===== src/design/msr_pkg.sv =====
// ----------------------------------------------------------------------------
// msr_pkg
// Shared types and constants of the multiplexed range-sensor reader.
// ----------------------------------------------------------------------------
package msr_pkg;

  // Widths of the external channels.
  localparam int IN_TDATA_W  = 32;
  localparam int IN_TUSER_W  = 2;
  localparam int OUT_TDATA_W = 32;
  localparam int OUT_TUSER_W = 3;
  localparam int CFG_ADDR_W  = 3;
  localparam int CFG_DATA_W  = 16;
  localparam int ENABLE_W    = 8;

  // Frame format.
  localparam logic [7:0] HEADER_BYTE = 8'hFF;

  // Input item kinds.
  typedef enum logic [1:0] {
    CMD_TICK   = 2'd0,
    CMD_SELECT = 2'd1,
    CMD_READ   = 2'd2,
    CMD_BYTE   = 2'd3
  } cmd_t;

  // Result event codes.
  typedef enum logic [2:0] {
    EV_DIST     = 3'd0,
    EV_SELECTED = 3'd1,
    EV_BAD_ID   = 3'd2,
    EV_TIMEOUT  = 3'd3,
    EV_BUSY     = 3'd4
  } event_t;

  // Select sequencer phases.
  typedef enum logic [1:0] {
    PH_IDLE   = 2'd0,
    PH_DOWN   = 2'd1,
    PH_SETTLE = 2'd2,
    PH_UP     = 2'd3
  } phase_t;

  // Configuration register indexes.
  localparam logic [CFG_ADDR_W-1:0] REG_SENSORS_IN_USE     = 3'd0;
  localparam logic [CFG_ADDR_W-1:0] REG_MODE_PIN_PRESENT   = 3'd1;
  localparam logic [CFG_ADDR_W-1:0] REG_MODE_POLARITY_HIGH = 3'd2;
  localparam logic [CFG_ADDR_W-1:0] REG_POWER_DOWN_MS      = 3'd3;
  localparam logic [CFG_ADDR_W-1:0] REG_MODE_SETTLE_MS     = 3'd4;
  localparam logic [CFG_ADDR_W-1:0] REG_POWER_UP_MS        = 3'd5;

  // Configuration register file contents.
  typedef struct packed {
    logic [3:0]  sensors_in_use;
    logic        mode_pin_present;
    logic        mode_polarity_high;
    logic [15:0] power_down_ms;
    logic [15:0] mode_settle_ms;
    logic [15:0] power_up_ms;
  } cfg_t;

  // One decoded input item.
  typedef struct packed {
    cmd_t        command;
    logic [3:0]  sensor_index;
    logic        processed_mode;
    logic [15:0] timeout_ticks;
    logic [7:0]  rx_byte;
  } item_t;

  // One result item.
  typedef struct packed {
    event_t              event_code;
    logic [15:0]         distance_value;
    logic [ENABLE_W-1:0] enable_lines;
    logic                mode_level;
  } result_t;

endpackage


===== src/design/msr_cfg_regs.sv =====
// ----------------------------------------------------------------------------
// msr_cfg_regs
// Configuration register file written through a plain index/data port.
// ----------------------------------------------------------------------------
module msr_cfg_regs
  import msr_pkg::*;
(
  input  logic                  clk,
  input  logic                  rst_n,
  input  logic                  cfg_we,
  input  logic [CFG_ADDR_W-1:0] cfg_addr,
  input  logic [CFG_DATA_W-1:0] cfg_wdata,
  output cfg_t                  cfg
);

  cfg_t cfg_r;

  // Register writes; indexes past the list are ignored.
  always_ff @(posedge clk) begin
    if (!rst_n) begin
      cfg_r.sensors_in_use     <= 4'd1;
      cfg_r.mode_pin_present   <= 1'b0;
      cfg_r.mode_polarity_high <= 1'b1;
      cfg_r.power_down_ms      <= 16'd10;
      cfg_r.mode_settle_ms     <= 16'd2;
      cfg_r.power_up_ms        <= 16'd20;
    end else if (cfg_we) begin
      case (cfg_addr)
        REG_SENSORS_IN_USE:     cfg_r.sensors_in_use     <= cfg_wdata[3:0];
        REG_MODE_PIN_PRESENT:   cfg_r.mode_pin_present   <= cfg_wdata[0];
        REG_MODE_POLARITY_HIGH: cfg_r.mode_polarity_high <= cfg_wdata[0];
        REG_POWER_DOWN_MS:      cfg_r.power_down_ms      <= cfg_wdata;
        REG_MODE_SETTLE_MS:     cfg_r.mode_settle_ms     <= cfg_wdata;
        REG_POWER_UP_MS:        cfg_r.power_up_ms        <= cfg_wdata;
        default: ;
      endcase
    end
  end

  assign cfg = cfg_r;

endmodule


===== src/design/msr_core.sv =====
// ----------------------------------------------------------------------------
// msr_core
// Select sequencer, read timer and frame parser; one item per enabled cycle.
// ----------------------------------------------------------------------------
module msr_core
  import msr_pkg::*;
#(
  parameter int MAX_SENSORS = 8
)
(
  input  logic    clk,
  input  logic    rst_n,
  input  logic    step_en,
  input  item_t   item,
  input  cfg_t    cfg,
  output logic    res_valid,
  output result_t res
);

  // Sensors that can be addressed at all: the parameter, capped by the enable width.
  localparam int          LIMIT     = (MAX_SENSORS < ENABLE_W) ? MAX_SENSORS : ENABLE_W;
  localparam logic [3:0]  LIMIT_CNT = 4'(LIMIT);

  phase_t              phase_r, phase_nxt;
  logic [15:0]         phase_timer_r, phase_timer_nxt;
  logic [ENABLE_W-1:0] enable_r, enable_nxt;
  logic                mode_r, mode_nxt;
  logic [2:0]          pend_idx_r, pend_idx_nxt;
  logic                pend_mode_r, pend_mode_nxt;
  logic                read_active_r, read_active_nxt;
  logic [15:0]         read_timer_r, read_timer_nxt;
  logic [1:0]          fpos_r, fpos_nxt;
  logic [7:0]          fb0_r, fb0_nxt;
  logic [7:0]          fb1_r, fb1_nxt;
  logic [7:0]          fb2_r, fb2_nxt;

  logic        busy;
  logic [3:0]  usable;
  logic [15:0] phase_dec;
  logic [15:0] read_dec;
  logic [7:0]  frame_sum;
  event_t      ev;
  logic [15:0] dist_val;

  assign busy      = (phase_r != PH_IDLE) || read_active_r;
  assign usable    = (cfg.sensors_in_use > LIMIT_CNT) ? LIMIT_CNT : cfg.sensors_in_use;
  assign phase_dec = (phase_timer_r != 16'd0) ? phase_timer_r - 16'd1 : 16'd0;
  assign read_dec  = (read_timer_r != 16'd0) ? read_timer_r - 16'd1 : 16'd0;
  assign frame_sum = fb0_r + fb1_r + fb2_r;

  // Next state and result for the item in the input register.
  always_comb begin
    phase_nxt       = phase_r;
    phase_timer_nxt = phase_timer_r;
    enable_nxt      = enable_r;
    mode_nxt        = mode_r;
    pend_idx_nxt    = pend_idx_r;
    pend_mode_nxt   = pend_mode_r;
    read_active_nxt = read_active_r;
    read_timer_nxt  = read_timer_r;
    fpos_nxt        = fpos_r;
    fb0_nxt         = fb0_r;
    fb1_nxt         = fb1_r;
    fb2_nxt         = fb2_r;
    res_valid       = 1'b0;
    ev              = EV_DIST;
    dist_val        = 16'd0;

    case (item.command)
      CMD_TICK: begin
        if (phase_r != PH_IDLE) begin
          // A phase ends on the tick that leaves its timer at zero.
          phase_timer_nxt = phase_dec;
          if (phase_dec == 16'd0) begin
            case (phase_r)
              PH_DOWN: begin
                if (cfg.mode_pin_present) begin
                  mode_nxt = cfg.mode_polarity_high ? pend_mode_r : ~pend_mode_r;
                end
                phase_timer_nxt = cfg.mode_settle_ms;
                phase_nxt       = PH_SETTLE;
              end
              PH_SETTLE: begin
                enable_nxt      = ENABLE_W'(1) << pend_idx_r;
                phase_timer_nxt = cfg.power_up_ms;
                phase_nxt       = PH_UP;
              end
              PH_UP: begin
                fpos_nxt  = 2'd0;
                phase_nxt = PH_IDLE;
                res_valid = 1'b1;
                ev        = EV_SELECTED;
              end
              default: ;
            endcase
          end
        end else if (read_active_r) begin
          read_timer_nxt = read_dec;
          if (read_dec == 16'd0) begin
            read_active_nxt = 1'b0;
            fpos_nxt        = 2'd0;
            res_valid       = 1'b1;
            ev              = EV_TIMEOUT;
          end
        end
      end

      CMD_SELECT: begin
        if (busy) begin
          res_valid = 1'b1;
          ev        = EV_BUSY;
        end else if (item.sensor_index >= usable) begin
          res_valid = 1'b1;
          ev        = EV_BAD_ID;
        end else begin
          pend_idx_nxt    = item.sensor_index[2:0];
          pend_mode_nxt   = item.processed_mode;
          enable_nxt      = '0;
          phase_timer_nxt = cfg.power_down_ms;
          phase_nxt       = PH_DOWN;
        end
      end

      CMD_READ: begin
        if (busy) begin
          res_valid = 1'b1;
          ev        = EV_BUSY;
        end else begin
          fpos_nxt = 2'd0;
          if (item.timeout_ticks == 16'd0) begin
            res_valid = 1'b1;
            ev        = EV_TIMEOUT;
          end else begin
            read_timer_nxt  = item.timeout_ticks;
            read_active_nxt = 1'b1;
          end
        end
      end

      CMD_BYTE: begin
        // Bytes outside an active read are dropped.
        if (read_active_r) begin
          case (fpos_r)
            2'd0: begin
              if (item.rx_byte == HEADER_BYTE) begin
                fb0_nxt  = item.rx_byte;
                fpos_nxt = 2'd1;
              end
            end
            2'd1: begin
              fb1_nxt  = item.rx_byte;
              fpos_nxt = 2'd2;
            end
            2'd2: begin
              fb2_nxt  = item.rx_byte;
              fpos_nxt = 2'd3;
            end
            default: begin
              // Checksum byte: a mismatch just restarts the header hunt.
              fpos_nxt = 2'd0;
              if (frame_sum == item.rx_byte) begin
                read_active_nxt = 1'b0;
                read_timer_nxt  = 16'd0;
                res_valid       = 1'b1;
                ev              = EV_DIST;
                dist_val        = {fb1_r, fb2_r};
              end
            end
          endcase
        end
      end

      default: ;
    endcase
  end

  // Result carries the pin levels as they stand after the item.
  always_comb begin
    res.event_code     = ev;
    res.distance_value = dist_val;
    res.enable_lines   = enable_nxt;
    res.mode_level     = mode_nxt;
  end

  // Control state.
  always_ff @(posedge clk) begin
    if (!rst_n) begin
      phase_r       <= PH_IDLE;
      phase_timer_r <= 16'd0;
      enable_r      <= '0;
      mode_r        <= 1'b0;
      pend_idx_r    <= 3'd0;
      pend_mode_r   <= 1'b0;
      read_active_r <= 1'b0;
      read_timer_r  <= 16'd0;
      fpos_r        <= 2'd0;
    end else if (step_en) begin
      phase_r       <= phase_nxt;
      phase_timer_r <= phase_timer_nxt;
      enable_r      <= enable_nxt;
      mode_r        <= mode_nxt;
      pend_idx_r    <= pend_idx_nxt;
      pend_mode_r   <= pend_mode_nxt;
      read_active_r <= read_active_nxt;
      read_timer_r  <= read_timer_nxt;
      fpos_r        <= fpos_nxt;
    end
  end

  // Frame bytes are always written before they are read.
  always_ff @(posedge clk) begin
    if (step_en) begin
      fb0_r <= fb0_nxt;
      fb1_r <= fb1_nxt;
      fb2_r <= fb2_nxt;
    end
  end

endmodule


===== src/design/muxed_range_sensor_reader.sv =====
// ----------------------------------------------------------------------------
// muxed_range_sensor_reader
// Sequencer and serial frame parser for multiplexed ultrasonic range sensors.
// ----------------------------------------------------------------------------
// The block takes one item per clock cycle while the output side is not stalled:
// an item is captured in the input register, decoded by the core logic and
// its result, if any, is held in the output register until taken. The input
// side stalls only when the output register holds a result that the
// downstream side has not yet taken. Select and read timing count tick items,
// not clock cycles; every other item kind finishes in its own cycle.
// Configuration takes effect at the next item.
module muxed_range_sensor_reader
  import msr_pkg::*;
#(
  parameter int MAX_SENSORS = 8
)
(
  input  logic                   clk,
  input  logic                   rst_n,
  // Input channel.
  input  logic                   in_tvalid,
  output logic                   in_tready,
  // [3:0] sensor_index, [4] processed_mode, [20:5] timeout_ticks, [28:21] rx_byte
  input  logic [IN_TDATA_W-1:0]  in_tdata,
  // [1:0] command
  input  logic [IN_TUSER_W-1:0]  in_tuser,
  // Result channel.
  output logic                   out_tvalid,
  input  logic                   out_tready,
  // [15:0] distance_value, [23:16] enable_lines, [24] mode_level
  output logic [OUT_TDATA_W-1:0] out_tdata,
  // [2:0] event_code
  output logic [OUT_TUSER_W-1:0] out_tuser,
  // Configuration port.
  input  logic                   cfg_we,
  input  logic [CFG_ADDR_W-1:0]  cfg_addr,
  input  logic [CFG_DATA_W-1:0]  cfg_wdata
);

  cfg_t    cfg;
  item_t   item_r;
  logic    in_vld_r;
  logic    out_free;
  logic    step_en;
  logic    res_valid;
  result_t res;
  result_t out_res_r;
  logic    out_vld_r;

  msr_cfg_regs u_cfg (
    .clk       (clk),
    .rst_n     (rst_n),
    .cfg_we    (cfg_we),
    .cfg_addr  (cfg_addr),
    .cfg_wdata (cfg_wdata),
    .cfg       (cfg)
  );

  // Stage handshake: the captured item is processed when the output slot is free.
  assign out_free  = !out_vld_r || out_tready;
  assign step_en   = in_vld_r && out_free;
  assign in_tready = !in_vld_r || step_en;

  // Input register.
  always_ff @(posedge clk) begin
    if (!rst_n) begin
      in_vld_r <= 1'b0;
    end else if (in_tready) begin
      in_vld_r <= in_tvalid;
    end
  end

  always_ff @(posedge clk) begin
    if (in_tvalid && in_tready) begin
      item_r.command        <= cmd_t'(in_tuser[1:0]);
      item_r.sensor_index   <= in_tdata[3:0];
      item_r.processed_mode <= in_tdata[4];
      item_r.timeout_ticks  <= in_tdata[20:5];
      item_r.rx_byte        <= in_tdata[28:21];
    end
  end

  msr_core #(
    .MAX_SENSORS (MAX_SENSORS)
  ) u_core (
    .clk       (clk),
    .rst_n     (rst_n),
    .step_en   (step_en),
    .item      (item_r),
    .cfg       (cfg),
    .res_valid (res_valid),
    .res       (res)
  );

  // Output register.
  always_ff @(posedge clk) begin
    if (!rst_n) begin
      out_vld_r <= 1'b0;
    end else if (step_en) begin
      out_vld_r <= res_valid;
    end else if (out_tready) begin
      out_vld_r <= 1'b0;
    end
  end

  always_ff @(posedge clk) begin
    if (step_en && res_valid) begin
      out_res_r <= res;
    end
  end

  assign out_tvalid = out_vld_r;
  assign out_tuser  = out_res_r.event_code;
  assign out_tdata  = {7'd0, out_res_r.mode_level, out_res_r.enable_lines,
                       out_res_r.distance_value};

`ifndef SYNTHESIS
  // At most one sensor is ever powered.
  a_enable_onehot0: assert property (@(posedge clk) disable iff (!rst_n)
    out_tvalid |-> $onehot0(out_tdata[23:16]))
    else $error("more than one sensor enable is on");

  // Only a distance result carries a nonzero distance.
  a_dist_only_with_code: assert property (@(posedge clk) disable iff (!rst_n)
    (out_tvalid && out_tuser != EV_DIST) |-> (out_tdata[15:0] == 16'd0))
    else $error("distance set on a non-distance result");

  // A pending result that is not taken blocks the core step.
  a_stall_holds_item: assert property (@(posedge clk) disable iff (!rst_n)
    (in_vld_r && out_vld_r && !out_tready) |=> in_vld_r)
    else $error("captured item lost while the output was stalled");

  // Event codes stay in the defined set.
  a_event_range: assert property (@(posedge clk) disable iff (!rst_n)
    out_tvalid |-> (out_tuser == EV_DIST || out_tuser == EV_SELECTED ||
                    out_tuser == EV_BAD_ID || out_tuser == EV_TIMEOUT ||
                    out_tuser == EV_BUSY))
    else $error("undefined event code on output");
`endif

endmodule

===== config.mk =====
export PLATFORM = sky130hd
export DESIGN_NAME = muxed_range_sensor_reader
export DESIGN_NICKNAME = d
export VERILOG_FILES = /design/src/design/msr_pkg.sv /design/src/design/msr_cfg_regs.sv /design/src/design/msr_core.sv /design/src/design/muxed_range_sensor_reader.sv
export SDC_FILE = /design/constraint.sdc
export NUM_CORES = 1
export LEC_CHECK = 0
export ABC_CLOCK_PERIOD_IN_PS = 5450
export BUFFER_PORTS_ARGS = -buffer_cell sky130_fd_sc_hd__buf_2
export CAP_MARGIN = 30
export CORE_ASPECT_RATIO = 0.5
export CORE_MARGIN = 2
export CORE_UTILIZATION = 45
export DETAILED_ROUTE_END_ITERATION = 16
export GPL_TIMING_DRIVEN = 0
export PLACE_DENSITY = 0.77
export SLEW_MARGIN = 5
export SYNTH_ARGS = -nofsm -noshare
export SYNTH_HDL_FRONTEND = slang
export SYNTH_SLANG_ARGS = --single-unit

===== constraint.sdc =====
create_clock -name clk -period 5.45 [get_ports clk]
set_input_delay 1.09 -clock clk [delete_from_list [all_inputs] [get_ports clk]]
set_output_delay 1.09 -clock clk [all_outputs]
set_load 0.05 [all_outputs]

-- Word level (Yosys, flattened, before mapping)
Cells that the tools add are included.
- flip-flop bits (word level): 189
- output and inout bits: 37
- add/sub/neg operators: 4
- order comparisons: 2
- equality and inequality tests: 32
- shift operators: 1
- mux-type cells: 79
- bitwise gates (word level): 6
- reduce and logical (&&, ||, !) cells: 37
- operators by type and width (operator ; count):
    16-bit 2-to-1 mux ; 13
    16-bit one-hot mux with 2 select lines ; 2
    16-bit zero test ; 3
    16-bit one-hot mux with 3 select lines ; 1
    8-bit 2-to-1 mux ; 5
    16-bit nonzero test ; 2
    16-bit by 1-bit subtractor with 16-bit output (second input constant) ; 2
    2-bit 2-to-1 mux ; 15
    1-bit 2-to-1 mux ; 29
    2-bit one-hot mux with 3 select lines ; 3
    9-bit AND reduction ; 2
    8-bit adder ; 2
    8-bit one-hot mux with 2 select lines ; 1
    3-bit 2-to-1 mux ; 5
    5-bit AND reduction ; 3
    2-bit inequality test (second input constant) ; 6
    3-bit one-hot mux with 4 select lines ; 1
    2-bit AND reduction ; 6
    4-bit AND reduction ; 3
    2-bit == test (second input constant) ; 5
    2-bit by 1-bit inequality test with 1-bit output (second input constant) ; 5
    8-bit == test ; 1
    8-bit == test (second input constant) ; 1
    1-bit by 3-bit left shift with 8-bit output (first input constant) ; 1
    25 further kinds ; 44

-- Longest topological paths before layout
- word-level depth: 8
- gate-level depth with buffers: 13
- mapped depth without buffers: 11

-- By module
From an unflattened synthesis, not the netlist that was laid out.
- cell total of the unflattened synthesis: 954
- area total of the unflattened synthesis: 9566.7 µm²
- by module, submodules not included (module ; instances ; cells an instance ; area an instance (µm²)):
    msr_core ; 1 ; 667 ; 5494.0
    msr_cfg_regs ; 1 ; 207 ; 2132.0
    muxed_range_sensor_reader ; 1 ; 80 ; 1940.6

-- Worst setup path before layout
OpenSTA, ideal clock, no wires.
- path type: flip-flop to flip-flop
- from: reg u_core.fb2_r[1]
- to: reg out_res_r (netlist bit out_tdata[0]), enable pin
- setup time: 448 ps
- data arrival time: 4698 ps
- slack: 304 ps
- stages on the path, launching flop included: 12
- path buffers: 0
- clock period less this slack: 5146 ps
- cell sequence: edfxtp_1 fa_1 ha_1 fa_1 a21o_1 a21oi_1 xnor2_1 or4_1 nor2_1 nand3_1 o21a_1 nor3_1
- longest elaborated chain between the ends: 7
- RTL lines (item ; RTL line ; RTL):
    from (decl) ; msr_core.sv:35 ; logic [7:0] fb2_r, fb2_nxt;
    from (signal assigned) ; msr_core.sv:215 ; fb2_r <= fb2_nxt;
    8-bit adder ; msr_core.sv:49 ; assign frame_sum = fb0_r + fb1_r + fb2_r;
    8-bit == test ; msr_core.sv:161 ; if (frame_sum == item.rx_byte) begin
    1-bit 2-to-1 mux ; msr_core.sv:161 ;
    1-bit 2-to-1 mux ; msr_core.sv:143 ; case (fpos_r)
    1-bit 2-to-1 mux ; msr_core.sv:142 ; if (read_active_r) begin
    1-bit one-hot mux with 4 select lines ; msr_core.sv:69 ; case (item.command)
    1-bit logical AND ; muxed_range_sensor_reader.sv:107 ; if (step_en && res_valid) begin
    to (signal assigned) ; muxed_range_sensor_reader.sv:108 ; out_res_r <= res;
    to (decl) ; muxed_range_sensor_reader.sv:47 ; result_t out_res_r;
Every way passes these cells.
A chain may end at the register's enable or synchronous reset.

-- Final worst setup path
- from: reg u_core.fb2_r[1]
- to: reg out_res_r (netlist bit out_tdata[6]) (data pin)
- longest elaborated chain between the ends: 4
- RTL lines (item ; RTL line):
    8-bit adder ; msr_core.sv:49
    8-bit == test ; msr_core.sv:161
    1-bit NOT (no source line) ; --
    6-bit OR reduction (no source line) ; --
Every way passes these cells.

==> results.tsv <==
stage	metric	value	unit
clock_network	cts_buffers	17	
finish	finalCoreUtilization	52.7	%
yosys	netlist_area	9510	um^2
yosys	yosys_warnings	0	
yosys	synth_async_sr_flop_share	0	%
clock_network	h-tree-depth	4	
drt	num_vias	7853	
power	total_power	3170	uW
drt	drtAntennaViolNets	0	
yosys	synth_top_area_cell	edfxtp_1	
clock_network	cts_tree	yes	
drt	viasPerCell	5.69	
grt	antenna_found_initial	0	
critical_path	critPathLaunch	u_core.fb2_r[1]$_DFFE_PP_	
finish	fill_cells	1867	
yosys	ys.flop_type	dfxtp_1	
grt	grt_first_pass_wirelength	38800	um
yosys	syn_inst	985	
clock_network	cts.clk_slew.worst_paths	0.07	ns
critical_path	cp_max_fo	10	
yosys	synth_edf_count	83	
critical_path	timing.rr.start	u_core.fb2_r[1]$_DFFE_PP_	
floorplan	rows	37	
grt	track_usage	22.2	%
yosys	synth_cell_types	72	
timing	clock_skew	0.0162	ns
timing	maxSlewViolCount	0	
place	gp_congestion	0.941	
timing	hold_viol_final	0	
yosys	yosysMostFrequentCell	nand2_1	
critical_path	worstSetupStartpointType	flop	
drt	first_iter_violations	581	
floorplan	fp.coreArea	20600	um^2
critical_path	slowest_stage	nor3_1	
drt	post_drt_wl_per_cell	17.6	um
power	p_per_area	291	nW/um^2
floorplan	die_width	210	um
grt	grt_overflow_total	0	
timing	max_slew_margin	41.0	%
grt	grt_max_degree	32	
yosys	synth.avg_cell_area	9.65	um^2
status	status	finished, final reports clean	
clock_network	clock_latency	0.45	ns
critical_path	cp_common_cell	fa_1	
yosys	synth_common_cells	nand2_1, dfxtp_1, edfxtp_1, nor2_1, clkbuf_1	
critical_path	reg2reg_depth	12	
floorplan	start_util	46.0	%
critical_path	cp-end-kind	flop	
critical_path	r2r_end	out_tdata[6]$_SDFFCE_PP0P_	
critical_path	critPathRequiredTime	5.75	ns
drt	drc	0	
timing	fin_hold_ws	0.463	ns
finish	layout-drive-gt1-share	14.0	%
clock_network	cts_root_buffer	clkbuf_16	
timing	rsz0062_at_grt	false	
grt	grt_pass1_vias	7590	
clock_network	clock_path_buffers	2	
critical_path	crit_path_end	out_tdata[6]$_SDFFCE_PP0P_	
power	irDropWorstVdd	0.000213	V
drt	first_pass_iters	5	
timing	min_period_over_period	79.9	%
yosys	ys_ff_latch	189	
floorplan	die_y	107	um
clock_network	post-cts-setup-buffers	0	
place	port_buffers	81	
timing	worst_slew_pin_slew	0.878	ns
power	switching_share	27.6	%
timing	max_freq	230	MHz
yosys	synth_top_cell_area_share	26.2	%
yosys	ys_seq_area_share	48.5	%
critical_path	rrSetupSlack	1.10	ns
power	power.switching	873	uW
critical_path	slowest_delay	0.70	ns
finish	synthToLayoutAreaGrowth	14.4	%
finish	diodes	0	
run	maxCapViolCount	0	
critical_path	arrival	4.66	ns
power	pwr-share-comb	12.7	%
timing	period_minus_slack	4.35	ns
finish	nets	1187	
min_path	hold_path.class	reg -> reg	
power	p_int	2290	uW
clock_network	cts_resized	0	
drt	wl	24300	um
power	power.share.sequential	48.7	%
power	p_leak	0.00411	uW
clock_network	hold_buffers	0	
critical_path	crit_type	reg -> reg	
floorplan	die_area	22400	um^2
yosys	synth_area_leaders	edfxtp_1, dfxtp_1, nand2_1, a21boi_0, ha_1	
clock_network	clkSinkCount	189	
power	clockPowerShare	38.6	%
floorplan	ios	95	
critical_path	path_cells	fa_1 -> ha_1 -> fa_1 -> a21o_1 -> a21oi_1 -> xnor2_1 -> or4_1 -> nor2_1 -> nand3_1 -> nor3_1 -> clkbuf_1 -> and2_1	
timing	setup_viol	0	
place	dp_hpwl	17800	um
## worst min path at each step
| stage | cells past startpoint | from | to |
|---|---|---|---|
| after floorplan | 2 | u_cfg.cfg[50]$_SDFFE_PN1P_ | u_cfg.cfg[50]$_SDFFE_PN1P_ |
| after global placement | 2 | u_cfg.cfg[50]$_SDFFE_PN1P_ | u_cfg.cfg[50]$_SDFFE_PN1P_ |
| after detailed placement | 2 | u_cfg.cfg[28]$_SDFFE_PN0P_ | u_cfg.cfg[28]$_SDFFE_PN0P_ |
| after CTS | 2 | u_cfg.cfg[39]$_SDFFE_PN0P_ | u_cfg.cfg[39]$_SDFFE_PN0P_ |
| after global routing | 2 | u_cfg.cfg[17]$_SDFFE_PN1P_ | u_cfg.cfg[17]$_SDFFE_PN1P_ |
| final | 2 | u_cfg.cfg[28]$_SDFFE_PN0P_ | u_cfg.cfg[28]$_SDFFE_PN0P_ |
## stage by stage
step           cells  setup TNS [ns]  area (um^2)  setup WS [ns]
4_1_cts         1380               0        10900           1.08
6_report        1380               0        10900           1.10
3_5_place_dp    1348               0        10300           1.11
5_1_grt         1380               0        10900          0.866
2_1_floorplan    991               0         9530          0.304
3_3_place_gp    1345          -18.51        10300         -0.664
## cell type report
class | count | area [um^2] | share of cell area, %
inverters | 36 | 135 | 1.24
well taps | 273 | 342 | 3.14
flip-flops and latches | 189 | 4610 | 42.4
multi-input cells | 698 | 4490 | 41.3
clock buffers | 20 | 468 | 4.30
plain buffers | 68 | 298 | 2.74
repair buffers | 84 | 428 | 3.94
clock inverters | 12 | 100 | 0.921
## logic make-up after synthesis
group           after synthesis  synth area share (%)
flops                       189                  48.5
mux                          14                  1.50
simple gates                402                  21.3
fa+ha+maj                    35                  5.24
xor+xnor                     29                  2.67
compound gates              211                  16.2
buf+inv                     104                  4.55
other cells                   1                0.0395
## power groups by stage
| stage | Sequential (uW) | Combinational (uW) | Clock, uW |
|---|---|---|---|
| after floorplan | 1580 | 274 | 0 |
| after global placement | 1570 | 387 | 0 |
| after detailed placement | 1570 | 396 | 0 |
| after CTS | 1540 | 399 | 1240 |
| after global routing | 1540 | 442 | 1290 |
| final | 1540 | 403 | 1220 |
## worst max-delay path: cells and delay by family, from the launching register on
family,cells,cell delay (ns)
AOI/OAI and AO/OA,2,0.39
adders and majority gates,3,1.18
and+or+nand+nor,5,1.67
DFF,1,0.44
buffers and inverters,1,0.44
xor gates and xnor gates,1,0.11
## cell usage in the layout (no fill, tap or decap), drive strengths merged, types with 9 or more instances in the layout
cell type	Yosys	routed
a21boi	46	46
a21oi	22	22
a22oi	19	19
a31oi	18	18
and2	20	20
and3	10	10
buf	17	101
clkbuf	51	71
dfxtp	106	106
edfxtp	83	83
ha	27	27
inv	36	43
mux2i	12	12
nand2	156	156
nand3	37	37
nand4	10	10
nor2	63	63
nor2b	17	17
nor3	20	20
nor3b	9	9
nor4	14	14
o211a	9	9
o211ai	16	16
o21ai	28	28
o311a	12	12
o31ai	11	11
or3	9	9
xnor2	20	20
xor2	9	9
## routing by layer
layer / vias to the layer above / global-route usage (%) / part of all wire (%)
met1: 3834 / 27.5 / 45
li1: 3746 / - / -
met4: 0 / 8.26 / 1.7
met3: 38 / 4.80 / 5.0
met2: 235 / 38.3 / 49
met5: - / 0 / 0
## registers in the layout, indices dropped and copies added (netlist names)
signal / count
u_core.fb1_r: 8
u_core.phase_timer_r: 16
out_tvalid: 1
u_core.fb2_r: 8
in_vld_r: 1
u_core.mode_r: 1
u_core.phase_r: 2
u_core.fb0_r: 8
item_r: 31
u_core.fpos_r: 2
out_tuser: 3
u_cfg.cfg: 54
u_core.pend_mode_r: 1
u_core.pend_idx_r: 3
u_core.read_active_r: 1
out_tdata: 25
u_core.read_timer_r: 16
u_core.enable_r: 8
(Power assumes the default switching activity.)
